--- src/rtl/hmti_pkg.sv ---
// shared types and constants of the heightmap triangle interpolator
// used by every module of the block but hmti_ram, depends on nothing

package hmti_pkg;

    localparam int ADDR_W       = 17;
    localparam int OFS_W        = 11;
    localparam int POS_W        = 12;
    localparam int PROD_W       = 30;
    localparam int HEIGHT_W     = 16;
    localparam int HEIGHT_SCALE = 10;

    localparam logic ACT_WRITE = 1'b0;
    localparam logic ACT_QUERY = 1'b1;

    typedef struct packed {
        logic                      is_query;
        logic                      outside;
        logic [ADDR_W-1:0]         addr0;
        logic [ADDR_W-1:0]         addr1;
        logic [ADDR_W-1:0]         addr2;
        logic signed [HEIGHT_W-1:0] wr_value;
        logic [OFS_W-1:0]          u;
        logic [OFS_W-1:0]          w;
    } hmti_entry_t;

endpackage

--- src/rtl/hmti_front.sv ---
// front end: accepts transactions, splits query positions into tile and offset,
// picks the triangle and queues work for the back end; depends on hmti_pkg

module hmti_front import hmti_pkg::*; #(
    parameter int GRID_TILES = 32,
    parameter int TILE_UNITS = 128
) (
    input  logic        aclk,
    input  logic        aresetn,
    input  logic        s_tvalid,
    output logic        s_tready,
    input  logic [55:0] s_tdata,
    input  logic        s_tuser,
    input  logic        parity,
    input  logic        pop,
    output logic        not_empty,
    output hmti_entry_t head
);

    localparam int VERTS = GRID_TILES + 1;
    localparam logic [1:0] FS_IDLE = 2'd0;
    localparam logic [1:0] FS_DIV  = 2'd1;
    localparam logic [1:0] FS_PUSH = 2'd2;
    localparam logic [OFS_W-1:0] T_OFS = OFS_W'(TILE_UNITS);
    // reciprocal of the tile size, exact for every 12-bit position
    localparam int     TW = $clog2(TILE_UNITS);
    localparam int     RK = POS_W + TW;
    localparam int     PW = 2 * POS_W + 1;
    localparam longint RM = ((longint'(1) << RK) + longint'(TILE_UNITS) - 1)
                            / longint'(TILE_UNITS);

    logic [1:0]       state_reg, state_next;
    logic [POS_W-1:0] qx_reg, qx_next, qz_reg, qz_next;
    logic [OFS_W-1:0] rx_reg, rx_next, rz_reg, rz_next;

    hmti_entry_t q_reg [2];
    logic        wr_ptr_reg, rd_ptr_reg;
    logic [1:0]  count_reg;
    logic        full, push;
    hmti_entry_t push_entry;

    logic [5:0]                 vx, vz;
    logic signed [12:0]         wh;
    logic signed [16:0]         wprod;
    logic signed [HEIGHT_W-1:0] wsat;
    logic                       wr_ok;
    logic [PW-1:0]              px_prod, pz_prod;
    logic [POS_W-1:0]           tix, tiz;
    logic [OFS_W-1:0]           ofx, ofz;
    logic                       outside;
    logic [ADDR_W-1:0]          base;
    logic [OFS_W-1:0]           tmox, tmoz;

    assign vx = s_tdata[5:0];
    assign vz = s_tdata[11:6];
    assign wh = $signed(s_tdata[24:12]);
    assign wprod = 17'(wh) * 17'sd10;
    assign wsat = (wprod > 17'sd32767) ? 16'sh7fff :
                  (wprod < -17'sd32768) ? 16'sh8000 : HEIGHT_W'(wprod);
    assign wr_ok = (int'(vx) <= GRID_TILES) && (int'(vz) <= GRID_TILES);

    assign full      = (count_reg == 2'd2);
    assign not_empty = (count_reg != 2'd0);
    assign head      = q_reg[rd_ptr_reg];

    assign px_prod = PW'(qx_reg) * PW'(RM);
    assign pz_prod = PW'(qz_reg) * PW'(RM);
    assign tix = POS_W'(px_prod >> RK);
    assign tiz = POS_W'(pz_prod >> RK);
    assign ofx = OFS_W'(qx_reg - POS_W'(int'(tix) * TILE_UNITS));
    assign ofz = OFS_W'(qz_reg - POS_W'(int'(tiz) * TILE_UNITS));

    assign outside = (int'(qx_reg) >= GRID_TILES) || (int'(qz_reg) >= GRID_TILES);
    assign base = outside ? '0 : ADDR_W'(int'(qx_reg) * VERTS + int'(qz_reg));
    assign tmox = T_OFS - rx_reg;
    assign tmoz = T_OFS - rz_reg;

    always_comb begin
        state_next = state_reg;
        qx_next    = qx_reg;
        qz_next    = qz_reg;
        rx_next    = rx_reg;
        rz_next    = rz_reg;
        s_tready   = 1'b0;
        push       = 1'b0;
        push_entry = '0;
        case (state_reg)
            FS_IDLE: begin
                s_tready = !full;
                if (s_tvalid && !full) begin
                    if (s_tuser == ACT_WRITE) begin
                        push = wr_ok;
                        push_entry.addr0 = ADDR_W'(int'(vx) * VERTS + int'(vz));
                        push_entry.wr_value = wsat;
                    end else begin
                        qx_next    = s_tdata[36:25];
                        qz_next    = s_tdata[48:37];
                        rx_next    = '0;
                        rz_next    = '0;
                        state_next = FS_DIV;
                    end
                end
            end
            FS_DIV: begin
                qx_next    = tix;
                qz_next    = tiz;
                rx_next    = ofx;
                rz_next    = ofz;
                state_next = FS_PUSH;
            end
            FS_PUSH: begin
                push_entry.is_query = 1'b1;
                push_entry.outside  = outside;
                if (parity) begin
                    push_entry.addr1 = base + ADDR_W'(1);
                    push_entry.addr2 = base + ADDR_W'(VERTS);
                    if (tmox > rz_reg) begin
                        push_entry.addr0 = base;
                        push_entry.u = rx_reg;
                        push_entry.w = rz_reg;
                    end else begin
                        push_entry.addr0 = base + ADDR_W'(VERTS + 1);
                        push_entry.u = tmoz;
                        push_entry.w = tmox;
                    end
                end else begin
                    push_entry.addr1 = base;
                    push_entry.addr2 = base + ADDR_W'(VERTS + 1);
                    if (rx_reg < rz_reg) begin
                        push_entry.addr0 = base + ADDR_W'(1);
                        push_entry.u = rx_reg;
                        push_entry.w = tmoz;
                    end else begin
                        push_entry.addr0 = base + ADDR_W'(VERTS);
                        push_entry.u = rz_reg;
                        push_entry.w = tmox;
                    end
                end
                if (!full) begin
                    push       = 1'b1;
                    state_next = FS_IDLE;
                end
            end
            default: begin
                state_next = FS_IDLE;
            end
        endcase
    end

    always_ff @(posedge aclk) begin
        if (!aresetn) begin
            state_reg  <= FS_IDLE;
            wr_ptr_reg <= 1'b0;
            rd_ptr_reg <= 1'b0;
            count_reg  <= 2'd0;
        end else begin
            state_reg <= state_next;
            if (push) begin
                wr_ptr_reg <= !wr_ptr_reg;
            end
            if (pop) begin
                rd_ptr_reg <= !rd_ptr_reg;
            end
            count_reg <= count_reg + {1'b0, push} - {1'b0, pop};
        end
        if (push) begin
            q_reg[wr_ptr_reg] <= push_entry;
        end
        qx_reg  <= qx_next;
        qz_reg  <= qz_next;
        rx_reg  <= rx_next;
        rz_reg  <= rz_next;
    end

endmodule

--- config.mk ---
export PLATFORM = sky130hd
export DESIGN_NAME = hmti_front
export DESIGN_NICKNAME = d
export VERILOG_FILES = /design/src/rtl/hmti_pkg.sv /design/src/rtl/hmti_front.sv
export SDC_FILE = /design/constraint.sdc
export NUM_CORES = 1
export LEC_CHECK = 0
export ABC_AREA = 1
export BUFFER_PORTS_ARGS = -buffer_cell sky130_fd_sc_hd__buf_2
export CAP_MARGIN = 20
export CELL_PAD_IN_SITES_DETAIL_PLACEMENT = 0
export CELL_PAD_IN_SITES_GLOBAL_PLACEMENT = 1
export CORE_ASPECT_RATIO = 0.7
export CORE_MARGIN = 3
export CORE_UTILIZATION = 46
export DETAILED_ROUTE_END_ITERATION = 10
export GPL_TIMING_DRIVEN = 1
export PLACE_DENSITY_LB_ADDON = 0.1
export SLEW_MARGIN = 25
export SYNTH_ARGS = -nofsm -noshare
export SYNTH_HDL_FRONTEND = slang
export SYNTH_SLANG_ARGS = --single-unit
--- constraint.sdc ---
create_clock -name aclk -period 7.9 [get_ports aclk]
set_clock_uncertainty 0.05 [all_clocks]
set_input_delay 1.185 -clock aclk [delete_from_list [all_inputs] [get_ports aclk]]
set_output_delay 1.185 -clock aclk [all_outputs]
set_load 0.03 [all_outputs]
==> results of run 1 <==
report_power, final:
part / internal [uW] / switching [uW]
logic: 277 / 582
registers: 1360 / 31.2
clock network: 535 / 446
total: 2170 / 1060
stage by stage:
step                worst slack [ns]  hold WS (ns)   util
finish                          3.35         0.438  0.538
detailed placement              3.19         0.430  0.516
global route                    3.00         0.462  0.538
CTS                             3.43         0.440  0.538
global placement                2.70         0.408  0.516
floorplan                       1.44         0.386      -
worst paths after layout:
check | end | slack [ns] | depth (start not counted) | from
max | q_reg[0][87]$_DFFE_PP_ | 3.35 | 22 | qx_reg[3]$_DFFE_PP_
min | count_reg[1]$_SDFF_PN0_ | 0.44 | 1 | count_reg[1]$_SDFF_PN0_
min reg2reg | count_reg[1]$_SDFF_PN0_ | 0.44 | 1 | count_reg[1]$_SDFF_PN0_
max reg2reg | q_reg[0][87]$_DFFE_PP_ | 3.35 | 22 | qx_reg[3]$_DFFE_PP_
cell type report:
cell class                      count  area [sq um]  share of cell area
Clock buffer                       27           591              0.0373
Clock inverter                     12          72.6             0.00458
Inverter                          179           678              0.0428
Multi-Input combinational cell   1011          6480               0.409
Sequential cell                   225          6690               0.423
Tap cell                          405           507              0.0320
Timing Repair Buffer              157           811              0.0512
metal layers:
metal	vias to the layer above	GRT usage
met5	-	0
met4	0	0.0392
met1	5054	0.353
li1	5261	-
met2	291	0.305
met3	45	0.0464
cells by family after synthesis:
kind of cell	after synthesis	synth area share
adders and majority gates	103	0.0966
DFF	225	0.479
xor gates and xnor gates	48	0.0307
buffers and inverters	221	0.0619
muxes	90	0.0726
other	1	0.000269
and+or+nand+nor	564	0.181
AOI/OAI and AO/OA	194	0.0781
synthesized netlist by cell type (5+ instances only):
cell | instances | area share
nand2_1 | 270 | 0.073
edfxtp_1 | 218 | 0.47
inv_1 | 166 | 0.045
nor2_1 | 129 | 0.035
ha_1 | 95 | 0.085
nand3_1 | 93 | 0.033
mux2_2 | 90 | 0.073
a21oi_1 | 76 | 0.027
o21ai_0 | 59 | 0.021
xor2_1 | 40 | 0.025
clkbuf_1 | 31 | 0.0083
nand4_1 | 16 | 0.0072
o22ai_1 | 15 | 0.0067
nor3_1 | 12 | 0.0043
nor2_4 | 11 | 0.0089
nor2_2 | 9 | 0.0040
o211ai_1 | 9 | 0.0048
a31oi_1 | 8 | 0.0036
fa_1 | 8 | 0.011
buf_2 | 7 | 0.0025
dfxtp_1 | 7 | 0.010
xnor2_1 | 7 | 0.0044
inv_2 | 6 | 0.0016
nand3_2 | 6 | 0.0043
clkinv_1 | 5 | 0.0013
nand2_2 | 5 | 0.0022
o21ai_1 | 5 | 0.0018
==> out/qor.yml, run 1 <==
status: "completed"
powerDensity_nw_per_um2: 204
antenna_cells: 0
core-area_sq_um: 29400
initial_core_util: 0.475
worst_path_max_delay_cell: "fa_1"
synth_edf_count: 218
layout.cells.non_filler: 2016
clockBufferDepth: 3
mostFrequentLayoutCells: "nand2_1 (269), edfxtp_1 (218), inv_1 (166)"
drc_errors: 0
critPathCaptureType: "flip-flop"
highest_layer: "met4"
worstMarginPinSlew_ns: 1.04
dieArea_sq_um: 32500
fin_tns_setup_ns: 0
dieWidth_um: 214
fill_cells: 2734
cts_buffers: 23
antenna_found_initial: 0
grtUsageTotal: 0.221
grt_pass1_vias: 10000
grt_pass1_wl_um: 56000
totalPowerFinal_uw: 3230
post_cts_buffers: 0
synth.distinct_cells: 54
cts_tree: "done"
cp.arrival_ns: 4.79
design_area_sq_um: 15800
dp_cells: 1977
synthArstFlopShare: 0
crit_path_max_fanout: 7
wl_met2_um: 14100
setup_violations: 0
path_cells: "ha_1, ha_1, inv_1, fa_1, inv_1, ha_1, nand2_1, nor2_1, and2_1, nand2_1, nand3_1, nand2_1, nor2_2, inv_1, nor2_1, nand3_1, nand2_1, nand2_1, nand2_1, nand2_1, nor2_1, nor2_1"
dr.pass1.iters: 5
clock_sinks: 225
maxSlewHeadroom: 0.306
rows: 52
slew_violations: 0
vias_per_cell: 5.28
num_vias: 10700
routedWlPerCell_um: 18.1
die_h_um: 152
grt_max_degree: 73
avgSynthCellArea_sq_um: 9.65
wl_met3_um: 2430
wl_um: 36500
ys_ff_latch: 225
gp_congestion: 0.936
place_area_sq_um: 15200
final_layout_size_suffix_gt1_frac: 0.205
max_freq_ghz: 0.220
area_growth_pct: 13.4
peakVddDrop_mv: 0.122
crit_type: "flip-flop to flip-flop"
yosys_warnings: 0
crit_family: "simple AND/OR/NAND/NOR gates"
numPortBuffers: 147
largest_reg_flops: 180
maxCapViolCount: 0
max_stage_delay_ns: 0.50
crit_buf_inv: 3
cts-resized-gates: 0
cp_common_cell: "nand2_1"
nNetsFinal: 1762
met1Wirelength_um: 19400
p_leak_uw: 0.00676
required_ns: 8.14
grt_overflow: 0
start_kind: "flip-flop"
root_buffer: "clkbuf_16"
hold_violations: 0
fin_crit_sh: 0.576
clk_latency_ns: 0.53
hpwl_um: 26900
rsz0062_at_grt: "no"
yosysSeqAreaShare: 0.479
cts.reportedPaths.clkPinSlew_ns: 0.06
cts_hold_buffers: 0
syn_area_sq_um: 14000
postSynthCellCount: 1446
ant_nets: 0
drt_iter0_drc: 824
cts.htree.levels: 1
final_common_cell: "nand2_1"
hold_path_class: "flip-flop to flip-flop"
synth_top_flop_cell: "edfxtp_1"
io_pins: 155
period_minus_slack_ns: 4.55
(Power assumes the default switching activity.)
==> run 2, diff against run 1 <==
==> constraint.sdc (replaced) <==
create_clock -name aclk -period 4.4 [get_ports aclk]
set_clock_uncertainty 0.05 [all_clocks]
set_input_delay 0.66 -clock aclk [delete_from_list [all_inputs] [get_ports aclk]]
set_output_delay 0.66 -clock aclk [all_outputs]
set_load 0.03 [all_outputs]
==> out/qor.yml, run 2 (synthesized netlist as in run 1, its figures left out) <==
gp_congestion: 0.905  # was 0.936
core-area_sq_um: 29400  # unchanged
grt_pass1_wl_um: 57100  # was 56000 um
timing.critical_path.from: "qx_reg[2]$_DFFE_PP_"  # was qx_reg[3]$_DFFE_PP_
required_ns: 4.62  # was 8.14 ns
final_layout_size_suffix_gt1_frac: 0.230  # was 0.205
drt_iter0_drc: 785  # was 824
grtUsageTotal: 0.224  # was 0.221
p_leak_uw: 0.00706  # was 0.00676 uW
mostFrequentLayoutCells: "nand2_1 (270), edfxtp_1 (218), inv_1 (166)"  # was nand2_1 (269), edfxtp_1 (218), inv_1 (166)
place_area_sq_um: 15500  # was 15200 sq um
pwr-share-clk: 0.318  # was 0.304
maxSlewHeadroom: 0.353  # was 0.306
grt_pass1_vias: 10300  # was 10000
clockBufferDepth: 3  # unchanged
p_seq_frac: 0.419  # was 0.430
cts_tree: "done"  # unchanged
multi_input_area_sq_um: 6510  # was 6480 sq um
num_vias: 10900  # was 10700
totalPowerFinal_uw: 5990  # was 3230 uW
swShare: 0.321  # was 0.328
cts_buffers: 24  # was 23
grt_max_degree: 58  # was 73
nNetsFinal: 1810  # was 1762
layout.cells.non_filler: 2067  # was 2016
fill_cells: 2693  # was 2734
hold_path_class: "primary input to flip-flop"  # was flip-flop to flip-flop
start_kind: "flip-flop"  # unchanged
die_h_um: 152  # unchanged
design_area_sq_um: 16300  # was 15800 sq um
crit_path_max_fanout: 6  # was 7
cp_common_cell: "nand2_1"  # unchanged
hold_slack_ns: 0.310  # was 0.438 ns
status: "completed"  # unchanged
period_minus_slack_ns: 4.15  # was 4.55 ns
max_freq_ghz: 0.241  # was 0.220 GHz
area_growth_pct: 17.0  # was 13.4%
power_frac_comb: 0.263  # was 0.266
antenna_found_initial: 0  # unchanged
setup_violations: 0  # unchanged
cts.htree.levels: 1  # unchanged
slew_violations: 0  # unchanged
hpwl_um: 28000  # was 26900 um
wl_um: 37100  # was 36500 um
cts.reportedPaths.clkPinSlew_ns: 0.06  # about the same
crit_type: "flip-flop to flip-flop"  # unchanged
grt_overflow: 0  # unchanged
worst_path_max_delay_cell: "fa_1"  # unchanged
powerDensity_nw_per_um2: 367  # was 204 nW/um^2
fin_crit_sh: 0.943  # was 0.576
dp_cells: 2019  # was 1977
max_stage_delay_ns: 0.47  # was 0.50 ns
critPathCaptureType: "flip-flop"  # unchanged
antenna_cells: 0  # unchanged
min_from: "aresetn"  # was count_reg[1]$_SDFF_PN0_
intPower_uw: 4060  # was 2170 uW
dieArea_sq_um: 32500  # unchanged
routedWlPerCell_um: 18.0  # was 18.1 um
fin_util: 0.555  # was 0.538
cp.arrival_ns: 4.37  # was 4.79 ns
dieWidth_um: 214  # unchanged
crit_family: "adder cells"  # was simple AND/OR/NAND/NOR gates
vias_per_cell: 5.26  # was 5.28
hold_violations: 0  # unchanged
maxCapViolCount: 0  # unchanged
largest_reg_flops: 180  # unchanged
drc_errors: 0  # unchanged
r2r-start: "qx_reg[2]$_DFFE_PP_"  # was qx_reg[3]$_DFFE_PP_
clk_latency_ns: 0.53  # about the same
crit_buf_inv: 2  # was 3
ant_nets: 0  # unchanged
final_common_cell: "nand2_1"  # unchanged
clock_sinks: 225  # unchanged
root_buffer: "clkbuf_16"  # unchanged
switchingPower_uw: 1920  # was 1060 uW
path_cells: "ha_1, ha_1, fa_1, ha_1, nand2_1, nand2_1, a21oi_1, nand2_1, nand2_1, nand3_4, inv_1, nand2_2, nor2_4, nand3_1, xor2_1, o22ai_1, buf_4"  # was ha_1, ha_1, inv_1, fa_1, inv_1, ha_1, nand2_1, nor2_1, and2_1, nand2_1, nand3_1, nand2_1, nor2_2, inv_1, nor2_1, nand3_1, nand2_1, nand2_1, nand2_1, nand2_1, nor2_1, nor2_1
rows: 52  # unchanged
worstMarginPinSlew_ns: 0.970  # was 1.04 ns
io_pins: 155  # unchanged
initial_core_util: 0.475  # unchanged
numPortBuffers: 147  # unchanged
dr.pass1.iters: 6  # was 5
regArea_sq_um: 6690  # unchanged
peakVddDrop_mv: 0.300  # was 0.122 mV
## run 2: changes by cell type in the layout (fill, tap and decap cells not counted), sizes merged
cell	before	now
bufinv	0	1
inv	173	172
clkinvlp	2	1
clkinv	16	18
buf	157	204
clkbuf	27	30
## run 2: final cells by class
class                           count  share of cell area
Clock buffer                       30              0.0395
Multi-Input combinational cell   1011               0.399
Timing Repair Buffer              204              0.0736
Tap cell                          405              0.0310
Inverter                          179              0.0417
Clock inverter                     13             0.00582
Sequential cell                   225               0.410
## run 2: through the flow
step	TNS, ns	worst slack (ns)
3_3_place_gp	0	0.228
3_5_place_dp	0	0.190
4_1_cts	0	0.172
5_1_grt	-0.00785	-0.00411
2_1_floorplan	-2.45	-0.0230
6_report	0	0.251
## run 2: routing by layer
metal | track usage | wire [um] | vias up | share of wire
li1 | - | - | 5384 | -
met1 | 0.347 | 18600 | 5133 | 0.50
met2 | 0.325 | 14900 | 326 | 0.40
met3 | 0.0534 | 3150 | 26 | 0.085
met4 | 0.0326 | 405 | 0 | 0.011
met5 | 0 | 0 | - | 0
## run 2: worst paths after layout
path	cells past startpoint	slack (ns)	endpoint
max	17	0.25	q_reg[1][49]$_DFFE_PP_
min reg2reg	1	0.44	count_reg[1]$_SDFF_PN0_
min	3	0.31	count_reg[0]$_SDFF_PN0_
max reg2reg	17	0.25	q_reg[1][49]$_DFFE_PP_
## run 2: timing repair
action / CTS / global route
resized for setup: 0 / 8
hold buffers: 0 / 0
setup endpoints to repair: 0 / 32
buffers inserted: 0 / 5
## run 2: power groups by stage
stage	registers (uW)	clock network (uW)	logic [uW]
after floorplan	2520	0	1140
after global routing	2520	2040	1770
final	2510	1900	1580
after global placement	2550	0	1540
after CTS	2510	1950	1550
after detailed placement	2550	0	1540
## run 2: worst min-delay path, stage by stage
cell	delay, ns
buf_2	0.11
nand2_1	0.05
inv_1	0.04
