$ cat src/rtl/hmti_pkg.sv
// shared types and constants of the heightmap triangle interpolator
// used by every module of the block but hmti_ram, depends on nothing

package hmti_pkg;

    localparam int ADDR_W       = 17;
    localparam int OFS_W        = 11;
    localparam int POS_W        = 12;
    localparam int PROD_W       = 30;
    localparam int HEIGHT_W     = 16;
    localparam int HEIGHT_SCALE = 10;

    localparam logic ACT_WRITE = 1'b0;
    localparam logic ACT_QUERY = 1'b1;

    typedef struct packed {
        logic                      is_query;
        logic                      outside;
        logic [ADDR_W-1:0]         addr0;
        logic [ADDR_W-1:0]         addr1;
        logic [ADDR_W-1:0]         addr2;
        logic signed [HEIGHT_W-1:0] wr_value;
        logic [OFS_W-1:0]          u;
        logic [OFS_W-1:0]          w;
    } hmti_entry_t;

endpackage

$ cat src/rtl/hmti_div.sv
// bit-serial signed divider, truncates toward zero, positive divisor
// depends on hmti_pkg

module hmti_div import hmti_pkg::*; (
    input  logic                     aclk,
    input  logic                     aresetn,
    input  logic                     start,
    input  logic signed [PROD_W-1:0] num,
    input  logic [OFS_W-1:0]         den,
    output logic                     done,
    output logic signed [PROD_W-1:0] quo
);

    localparam int CW = $clog2(PROD_W);

    logic              busy_reg, busy_next;
    logic              done_reg, done_next;
    logic [CW-1:0]     cnt_reg, cnt_next;
    logic [PROD_W-1:0] mag_reg, mag_next;
    logic [OFS_W:0]    rem_reg, rem_next;
    logic [OFS_W-1:0]  den_reg, den_next;
    logic              neg_reg, neg_next;
    logic [OFS_W:0]    r;
    logic              ge;

    always_comb begin
        busy_next = busy_reg;
        done_next = 1'b0;
        cnt_next  = cnt_reg;
        mag_next  = mag_reg;
        rem_next  = rem_reg;
        den_next  = den_reg;
        neg_next  = neg_reg;
        r  = {rem_reg[OFS_W-1:0], mag_reg[PROD_W-1]};
        ge = (r >= {1'b0, den_reg});
        if (start) begin
            busy_next = 1'b1;
            cnt_next  = '0;
            neg_next  = num[PROD_W-1];
            mag_next  = num[PROD_W-1] ? PROD_W'(-num) : PROD_W'(num);
            rem_next  = '0;
            den_next  = den;
        end else if (busy_reg) begin
            mag_next = {mag_reg[PROD_W-2:0], ge};
            rem_next = ge ? (r - {1'b0, den_reg}) : r;
            cnt_next = cnt_reg + 1'b1;
            if (cnt_reg == CW'(PROD_W - 1)) begin
                busy_next = 1'b0;
                done_next = 1'b1;
            end
        end
    end

    always_ff @(posedge aclk) begin
        if (!aresetn) begin
            busy_reg <= 1'b0;
            done_reg <= 1'b0;
        end else begin
            busy_reg <= busy_next;
            done_reg <= done_next;
        end
        cnt_reg <= cnt_next;
        mag_reg <= mag_next;
        rem_reg <= rem_next;
        den_reg <= den_next;
        neg_reg <= neg_next;
    end

    assign done = done_reg;
    assign quo  = neg_reg ? -$signed(mag_reg) : $signed(mag_reg);

endmodule

$ cat src/rtl/hmti_back.sv
// back end: performs height writes, reads three corners and blends them
// depends on hmti_pkg and hmti_div

module hmti_back import hmti_pkg::*; #(
    parameter int TILE_UNITS = 128
) (
    input  logic                aclk,
    input  logic                aresetn,
    input  logic                not_empty,
    input  hmti_entry_t         head,
    output logic                pop,
    output logic                ram_we,
    output logic [ADDR_W-1:0]   ram_waddr,
    output logic [HEIGHT_W-1:0] ram_wdata,
    output logic [ADDR_W-1:0]   ram_raddr,
    input  logic [HEIGHT_W-1:0] ram_rdata,
    output logic                m_tvalid,
    input  logic                m_tready,
    output logic [15:0]         m_tdata
);

    localparam logic [3:0] S_IDLE = 4'd0;
    localparam logic [3:0] S_RA   = 4'd1;
    localparam logic [3:0] S_RC   = 4'd2;
    localparam logic [3:0] S_D1S  = 4'd3;
    localparam logic [3:0] S_D1W  = 4'd4;
    localparam logic [3:0] S_D2S  = 4'd5;
    localparam logic [3:0] S_D2W  = 4'd6;
    localparam logic [3:0] S_D3S  = 4'd7;
    localparam logic [3:0] S_D3W  = 4'd8;
    localparam logic [3:0] S_OUT  = 4'd9;
    localparam logic [OFS_W-1:0] T_OFS = OFS_W'(TILE_UNITS);
    // reciprocal of the tile size, exact for every edge product magnitude
    localparam int     TW    = $clog2(TILE_UNITS);
    localparam int     MAG_W = HEIGHT_W + OFS_W - 1;
    localparam int     RK    = MAG_W + TW;
    localparam int     RP_W  = 2 * MAG_W + 1;
    localparam longint RM    = ((longint'(1) << RK) + longint'(TILE_UNITS) - 1)
                               / longint'(TILE_UNITS);

    logic [3:0]  state_reg, state_next;
    logic [1:0]  k_reg, k_next;
    hmti_entry_t e_reg, e_next;
    logic signed [HEIGHT_W-1:0] a_reg [3];
    logic signed [HEIGHT_W-1:0] a_next [3];
    logic signed [17:0] h1_reg, h1_next, h2_reg, h2_next;
    logic signed [HEIGHT_W-1:0] res_reg, res_next;
    logic        ov_reg, ov_next;
    logic [15:0] od_reg, od_next;
    logic [MAG_W-1:0] cmag_reg, cmag_next;
    logic             cneg_reg, cneg_next;

    logic                     div_start, div_done;
    logic signed [PROD_W-1:0] div_num, div_quo;
    logic [OFS_W-1:0]         div_den;
    logic signed [PROD_W-1:0] diff, fac, sum;
    logic [RP_W-1:0]          rprod;
    logic [MAG_W-1:0]         cq;
    logic signed [PROD_W-1:0] cquo;

    hmti_div u_div (
        .aclk    (aclk),
        .aresetn (aresetn),
        .start   (div_start),
        .num     (div_num),
        .den     (div_den),
        .done    (div_done),
        .quo     (div_quo)
    );

    always_comb begin
        case (k_reg)
            2'd0:    ram_raddr = e_reg.addr0;
            2'd1:    ram_raddr = e_reg.addr1;
            default: ram_raddr = e_reg.addr2;
        endcase
    end

    assign ram_waddr = head.addr0;
    assign ram_wdata = head.wr_value;

    always_comb begin
        case (state_reg)
            S_D1S:   diff = PROD_W'(a_reg[1]) - PROD_W'(a_reg[0]);
            S_D2S:   diff = PROD_W'(a_reg[1]) - PROD_W'(a_reg[2]);
            default: diff = PROD_W'(h2_reg) - PROD_W'(h1_reg);
        endcase
        fac     = (state_reg == S_D3S) ? $signed(PROD_W'(e_reg.u)) : $signed(PROD_W'(e_reg.w));
        div_num = diff * fac;
        div_den = (state_reg == S_D3S) ? (T_OFS - e_reg.w) : T_OFS;
    end

    assign sum = div_quo + PROD_W'(h1_reg);

    assign rprod = RP_W'(cmag_reg) * RP_W'(RM);
    assign cq    = MAG_W'(rprod >> RK);
    assign cquo  = cneg_reg ? -$signed(PROD_W'(cq)) : $signed(PROD_W'(cq));

    always_comb begin
        state_next = state_reg;
        k_next     = k_reg;
        e_next     = e_reg;
        a_next     = a_reg;
        h1_next    = h1_reg;
        h2_next    = h2_reg;
        res_next   = res_reg;
        ov_next    = ov_reg;
        od_next    = od_reg;
        cmag_next  = cmag_reg;
        cneg_next  = cneg_reg;
        pop        = 1'b0;
        ram_we     = 1'b0;
        div_start  = 1'b0;
        if (ov_reg && m_tready) begin
            ov_next = 1'b0;
        end
        case (state_reg)
            S_IDLE: begin
                if (not_empty) begin
                    pop = 1'b1;
                    if (!head.is_query) begin
                        ram_we = 1'b1;
                    end else begin
                        e_next     = head;
                        k_next     = 2'd0;
                        state_next = S_RA;
                    end
                end
            end
            S_RA: begin
                state_next = S_RC;
            end
            S_RC: begin
                a_next[k_reg] = e_reg.outside ? '0 : $signed(ram_rdata);
                if (k_reg == 2'd2) begin
                    if (e_reg.w >= T_OFS) begin
                        res_next   = a_reg[1];
                        state_next = S_OUT;
                    end else begin
                        state_next = S_D1S;
                    end
                end else begin
                    k_next     = k_reg + 2'd1;
                    state_next = S_RA;
                end
            end
            S_D1S: begin
                cneg_next  = div_num[PROD_W-1];
                cmag_next  = MAG_W'(div_num[PROD_W-1] ? -div_num : div_num);
                state_next = S_D1W;
            end
            S_D1W: begin
                h1_next    = 18'(cquo + PROD_W'(a_reg[0]));
                state_next = S_D2S;
            end
            S_D2S: begin
                cneg_next  = div_num[PROD_W-1];
                cmag_next  = MAG_W'(div_num[PROD_W-1] ? -div_num : div_num);
                state_next = S_D2W;
            end
            S_D2W: begin
                h2_next    = 18'(cquo + PROD_W'(a_reg[2]));
                state_next = S_D3S;
            end
            S_D3S: begin
                div_start  = 1'b1;
                state_next = S_D3W;
            end
            S_D3W: begin
                if (div_done) begin
                    if (sum > PROD_W'(32767)) begin
                        res_next = 16'sh7fff;
                    end else if (sum < -PROD_W'(32768)) begin
                        res_next = 16'sh8000;
                    end else begin
                        res_next = HEIGHT_W'(sum);
                    end
                    state_next = S_OUT;
                end
            end
            S_OUT: begin
                if (!ov_reg || m_tready) begin
                    ov_next    = 1'b1;
                    od_next    = res_reg;
                    state_next = S_IDLE;
                end
            end
            default: begin
                state_next = S_IDLE;
            end
        endcase
    end

    always_ff @(posedge aclk) begin
        if (!aresetn) begin
            state_reg <= S_IDLE;
            ov_reg    <= 1'b0;
        end else begin
            state_reg <= state_next;
            ov_reg    <= ov_next;
        end
        k_reg    <= k_next;
        e_reg    <= e_next;
        a_reg    <= a_next;
        h1_reg   <= h1_next;
        h2_reg   <= h2_next;
        res_reg  <= res_next;
        od_reg   <= od_next;
        cmag_reg <= cmag_next;
        cneg_reg <= cneg_next;
    end

    assign m_tvalid = ov_reg;
    assign m_tdata  = od_reg;

endmodule
$ cat config.mk
export PLATFORM = sky130hd
export DESIGN_NAME = hmti_back
export DESIGN_NICKNAME = d
export VERILOG_FILES = /design/src/rtl/hmti_pkg.sv /design/src/rtl/hmti_div.sv /design/src/rtl/hmti_back.sv
export SDC_FILE = /design/constraint.sdc
export NUM_CORES = 1
export LEC_CHECK = 0
export ABC_AREA = 1
export BUFFER_PORTS_ARGS = -buffer_cell sky130_fd_sc_hd__buf_4
export CAP_MARGIN = 15
export CORE_UTILIZATION = 61
export DETAILED_ROUTE_END_ITERATION = 6
export HOLD_SLACK_MARGIN = 0.06
export PLACE_DENSITY = 0.86
export SYNTH_ARGS = -nofsm -noshare
export SYNTH_HDL_FRONTEND = slang
export SYNTH_SLANG_ARGS = --single-unit
$ cat constraint.sdc
create_clock -name aclk -period 8 [get_ports aclk]
set_input_delay 0.8 -clock aclk [delete_from_list [all_inputs] [get_ports aclk]]
set_output_delay 0.8 -clock aclk [all_outputs]
set_load 0.01 [all_outputs]
==> results of run 1 <==
-- metrics by stage --
stage | std cells | utilization, % | area (um2) | hold slack, ns | setup TNS [ns]
global placement | 4207 | 66.77 | 29460 | 0.4017 | 0
CTS | 4270 | 69.28 | 30570 | 0.3924 | 0
global route | 4282 | 69.90 | 30840 | 0.4034 | -0.5311
floorplan | 3453 | - | 27290 | 0.4003 | 0
detailed placement | 4207 | 66.77 | 29460 | 0.4045 | -0.9720
finish | 4282 | 69.90 | 30840 | 0.4027 | 0
-- cell type report --
| type | count | area, um2 |
|---|---|---|
| flip-flops and latches | 276 | 8058 |
| clock buffers | 37 | 862.1 |
| multi-input cells | 2415 | 16380 |
| inverters | 673 | 2535 |
| clock inverters | 23 | 225.2 |
| fillers | 3567 | 13280 |
| well taps | 592 | 740.7 |
| repair buffers | 266 | 2043 |
-- cells in the mapped netlist, drive strengths merged (9+ instances only) --
library cell / count
xnor2: 31
a31oi: 19
inv: 668
nand4: 43
o31ai: 9
xor2: 109
a21oi: 192
nand3: 145
edfxtp: 253
clkbuf: 38
o211ai: 13
nand2: 892
dfxtp: 23
o21ai: 156
fa: 192
nor3: 33
nand3b: 17
nor2: 287
buf: 51
a22oi: 17
ha: 198
-- kinds of logic (layout without fill, tap and decap cells) --
family / Yosys count / after routing / synth area share, %
XOR/XNOR: 140 / 140 / 4.631
AO/OA/AOI/OAI: 444 / 444 / 9.116
flip-flops: 276 / 276 / 29.53
adder cells (fa/ha/maj): 390 / 390 / 23.16
buffers and inverters: 762 / 999 / 11.09
AND/OR/NAND/NOR: 1441 / 1441 / 22.47
-- routing by layer --
layer / vias to the layer above / routed length (um) / share of wire, %
met5: - / 0 / 0
met4: 0 / 5738 / 7.2
met3: 293 / 6615 / 8.3
met2: 1185 / 36780 / 46
met1: 11186 / 30300 / 38
li1: 11414 / - / -
-- how the worst max path moves through the flow --
stage	from	to	slack, ns	cells past startpoint
after floorplan	a_reg[0]	u_div.mag_reg[2]	0.79	35
after global placement	a_reg[0]	u_div.mag_reg[11]	0.22	35
after detailed placement	a_reg[0]	u_div.mag_reg[11]	-0.11	35
after CTS	a_reg[0]	u_div.mag_reg[15]	0.07	36
after global routing	a_reg[16]	u_div.mag_reg[11]	-0.08	38
final	a_reg[16]	u_div.mag_reg[15]	0.26	38
-- worst max-delay path: cells and delay by family, from the launching register on --
family,cells,cell delay (ns)
xor+xnor,1,0.16
buf+inv,11,1.12
compound gates,8,1.12
fa+ha+maj,8,3.51
simple gates,10,1.16
flops,1,0.39
-- what timing repair did --
| action | CTS | global route |
|---|---|---|
| setup endpoints to repair | 32 | 48 |
| pin swaps | 0 | 14 |
| setup buffers | 3 | 11 |
| gates resized for setup | 0 | 71 |
==> results.py, run 1 <==
metrics = {
    "floorplan": {
        "dieHeight_um": 213.5,
        "core_um2": 44120,
        "io_pins": 180,
        "dieArea_um2": 45580,
        "initial_core_util_pct": 61.84,
        "rows": 77,
        "die_x_um": 213.5,
    },
    "setup_path": {
        "r2r_setup_slack_ns": 0.26,
        "r2r_start": "a_reg[16]",
        "cp_slowest_cell": "fa_1",
        "critical_path_class": "reg -> reg",
        "crit_path_end_kind": "flop",
        "arrival_ns": 8.02,
        "crit_path_start_kind": "flop",
        "cp_max_fo": 10,
        "critPathRequiredTime_ns": 8.28,
        "reg2reg_depth": 38,
        "r2r_end": "u_div.mag_reg[15]",
        "max_stage_delay_ns": 0.63,
    },
    "global_routing": {
        "grt_pass1_vias": 23486,
        "met2_usage_pct": 57.99,
        "use_met1_pct": 42.84,
        "grt_max_degree": 75,
        "top_usage_layer": "met2",
        "grt_pass1_wl_um": 122000,
        "globalRouteTotalUtil_pct": 35.19,
        "antenna_found_initial": 0,
        "use_met3_pct": 5.800,
        "grt.overflow.total": 0,
    },
    "logic_synthesis": {
        "ys_warn_count": 0,
        "synth_area_um2": 27290,
        "synthFlopType": "edfxtp_1",
        "yosysUniqueCellTypes": 58,
        "yosys.area.top_type": "edfxtp_1",
        "netlist_instances": 3453,
        "yosysSeqAreaShare_pct": 29.53,
        "postSynth.asyncResetShare_pct": 0,
        "syn_area_per_cell_um2": 7.903,
        "synth_edf_count": 253,
        "syn_nets": 3954,
        "synth_seq_cells": 276,
        "synth_top_area_share_pct": 27.84,
        "synth_area_leaders": "edfxtp_1 (28%), fa_1 (14%), nand2_1 (12%)",
    },
    "clocking": {
        "numCtsBuffers": 34,
        "cts_tree": "done",
        "cts_buffer_depth": 3,
        "clockRootBuffer": "clkbuf_16",
        "cts_hold_buf": 0,
        "clock_latency_ns": 0.57,
        "clock-sinks": 276,
        "h-tree-depth": 2,
        "clkTransAtPathRegs_ns": 0.07,
    },
    "timing": {
        "setup_viol": 0,
        "setup_slack_ns": 0.2558,
        "finalCritPeriodShare_pct": 96.80,
        "hold_viol": 0,
        "maxSlewViolCount": 0,
        "finClkSkew_ns": 0.01950,
        "tightest_slew_ns": 1.008,
        "period_needed_ns": 7.744,
        "fmax_mhz": 129.1,
        "slew_headroom_pct": 32.77,
    },
    "placement": {
        "hpwl_um": 62910,
        "port_buffers": 147,
        "place_congestion": 1.026,
        "pre_cts_ws_ns": -0.1150,
    },
    "finish": {
        "area_delta_synth_final_pct": 13.04,
        "final_common_cell": "nand2_1",
        "drive_gt1_share_pct": 12.47,
        "largest_reg_flops": 74,
        "nets": 4167,
        "layout_common_cells": "nand2_1 (852), inv_1 (653), nor2_1 (261)",
        "antenna_cells": 0,
    },
    "route": {
        "wl_per_cell_um": 18.55,
        "drt_iter0_markers": 1961,
        "antenna_left": 0,
        "firstDrtPassIters": 5,
        "route.detailed.drc": 0,
        "via_per_inst": 5.623,
        "routed_wl_um": 79430,
        "via_count": 24078,
    },
    "run": {
        "max_cap_violations": 0,
    },
    "worst_hold_path": {
        "min-delay-path-class": "in -> reg",
        "hold_path_depth": 1,
        "hold_start": "head[19]",
        "hold-path-endpoint": "e_reg[19]",
    },
    "run_status": {
        "status": "finished clean",
    },
}
Power of run 1 is not shown: default switching activity piles up to over one toggle a cycle in this logic, so the estimate is an artifact.
==> run 2: changes to the inputs <==
--- a/config.mk
+++ b/config.mk
@@ -11,7 +11,8 @@
 export CORE_UTILIZATION = 61
 export DETAILED_ROUTE_END_ITERATION = 6
 export HOLD_SLACK_MARGIN = 0.06
-export PLACE_DENSITY = 0.86
+export PLACE_DENSITY_LB_ADDON = 0.05
+export SLEW_MARGIN = 20
 export SYNTH_ARGS = -nofsm -noshare
 export SYNTH_HDL_FRONTEND = slang
 export SYNTH_SLANG_ARGS = --single-unit
==> results.py, run 2 (synthesis results as in run 1) <==
metrics = {
    "route": {
        "antenna_left": 0,
        "wl_per_cell_um": 19.56,
        "via_per_inst": 5.668,
        "route.detailed.drc": 1,
        "routed_wl_um": 84350,
        "firstDrtPassIters": 7,
        "drt_iter0_markers": 2375,
        "via_count": 24442,
    },
    "setup_path": {
        "crit_path_end_kind": "flop",
        "cp_slowest_cell": "fa_1",
        "arrival_ns": 7.94,
        "crit_path_start_kind": "flop",
        "critical_path_class": "reg -> reg",
        "cp_max_fo": 11,
        "max_stage_delay_ns": 0.60,
        "reg2reg_depth": 35,
        "critPathRequiredTime_ns": 8.28,
    },
    "finish": {
        "layout_common_cells": "nand2_1 (856), inv_1 (653), buf_4 (285)",
        "final_common_cell": "nand2_1",
        "largest_reg_flops": 74,
        "drive_gt1_share_pct": 13.66,
        "nets": 4194,
        "area_delta_synth_final_pct": 14.57,
        "antenna_cells": 0,
        "fin_util_pct": 70.85,
        "fill_cells": 3634,
    },
    "clocking": {
        "cts_tree": "done",
        "clock-sinks": 276,
        "clockRootBuffer": "clkbuf_16",
        "cts_buffer_depth": 3,
        "cts_hold_buf": 0,
        "numCtsBuffers": 35,
        "clkTransAtPathRegs_ns": 0.09,
        "h-tree-depth": 2,
        "clock_latency_ns": 0.58,
    },
    "placement": {
        "place_congestion": 1.078,
        "hpwl_um": 67700,
        "port_buffers": 147,
    },
    "timing": {
        "fmax_mhz": 130.5,
        "hold_slack_ns": 0.3868,
        "grt_setup_unrepaired": "true",
        "maxSlewViolCount": 0,
        "period_needed_ns": 7.662,
        "slew_headroom_pct": 38.99,
        "tightest_slew_ns": 0.9151,
        "finClkSkew_ns": 0.03902,
        "hold_viol": 0,
        "finalCritPeriodShare_pct": 95.77,
        "setup_viol": 0,
    },
    "run_status": {
        "status": "complete, but fails checks",
        "violations": "design-rule violations",
    },
    "global_routing": {
        "grt_pass1_wl_um": 129200,
        "antenna_found_initial": 0,
        "grt.overflow.total": 0,
        "grt_pass1_vias": 24363,
        "grt_max_degree": 74,
        "globalRouteTotalUtil_pct": 37.43,
    },
    "floorplan": {
        "core_um2": 44120,
        "die_x_um": 213.5,
        "dieArea_um2": 45580,
        "initial_core_util_pct": 61.84,
        "dieHeight_um": 213.5,
        "rows": 77,
        "io_pins": 180,
    },
    "run": {
        "max_cap_violations": 0,
    },
    "worst_hold_path": {
        "min-delay-path-class": "in -> reg",
        "hold_path_depth": 1,
    },
}
==> run 2: final timing paths <==
| check | from | end | slack (ns) |
|---|---|---|---|
| max reg2reg | a_reg[16] | u_div.mag_reg[25] | 0.34 |
| min | head[38] | e_reg[38] | 0.39 |
| min reg2reg | res_reg[11] | m_tdata[11] | 0.42 |
| max | a_reg[16] | u_div.mag_reg[25] | 0.34 |
==> run 2: final cells by class <==
cell class	instances	area [um2]	area share, %
Timing Repair Buffer	291	2225	7.116
Tap cell	592	740.7	2.369
Multi-Input combinational cell	2416	16490	52.76
Inverter	673	2531	8.097
Clock inverter	20	304.0	0.9725
Sequential cell	276	8058	25.77
Clock buffer	44	909.6	2.910
==> run 2: critical path, delay by kind of cell (launching register included) <==
kind | cells | cell delay, ns
DFF | 1 | 0.35
and+or+nand+nor | 13 | 1.54
adders and majority gates | 8 | 3.66
AOI/OAI and AO/OA | 5 | 0.86
buffers and inverters | 9 | 0.97
==> run 2: layer usage <==
metal	up-vias	global-route usage, %	wire length [um]
met4	0	22.36	5248
met2	1260	60.33	38440
met1	11439	46.67	32470
li1	11457	-	-
met5	-	0	0
met3	286	7.484	8195
==> run 2: what timing repair did <==
action,4_1_cts,5_1_grt
gates cloned,0,1
buffers inserted,0,14
resized for setup,4,99
setup endpoints to repair,17,47
pin swaps,0,6
==> run 2: through the flow <==
stage	instance area, um2	TNS, ns	worst slack, ns	std cells
2_1_floorplan	27290	0	0.7938	3453
3_3_place_gp	29640	-0.6308	-0.1162	4233
3_5_place_dp	29650	-0.05838	-0.02636	4233
4_1_cts	30870	0	0.03175	4297
5_1_grt	31260	-0.1584	-0.05971	4312
6_report	31260	0	0.3381	4312
Power of run 2 is left out for the same reason.
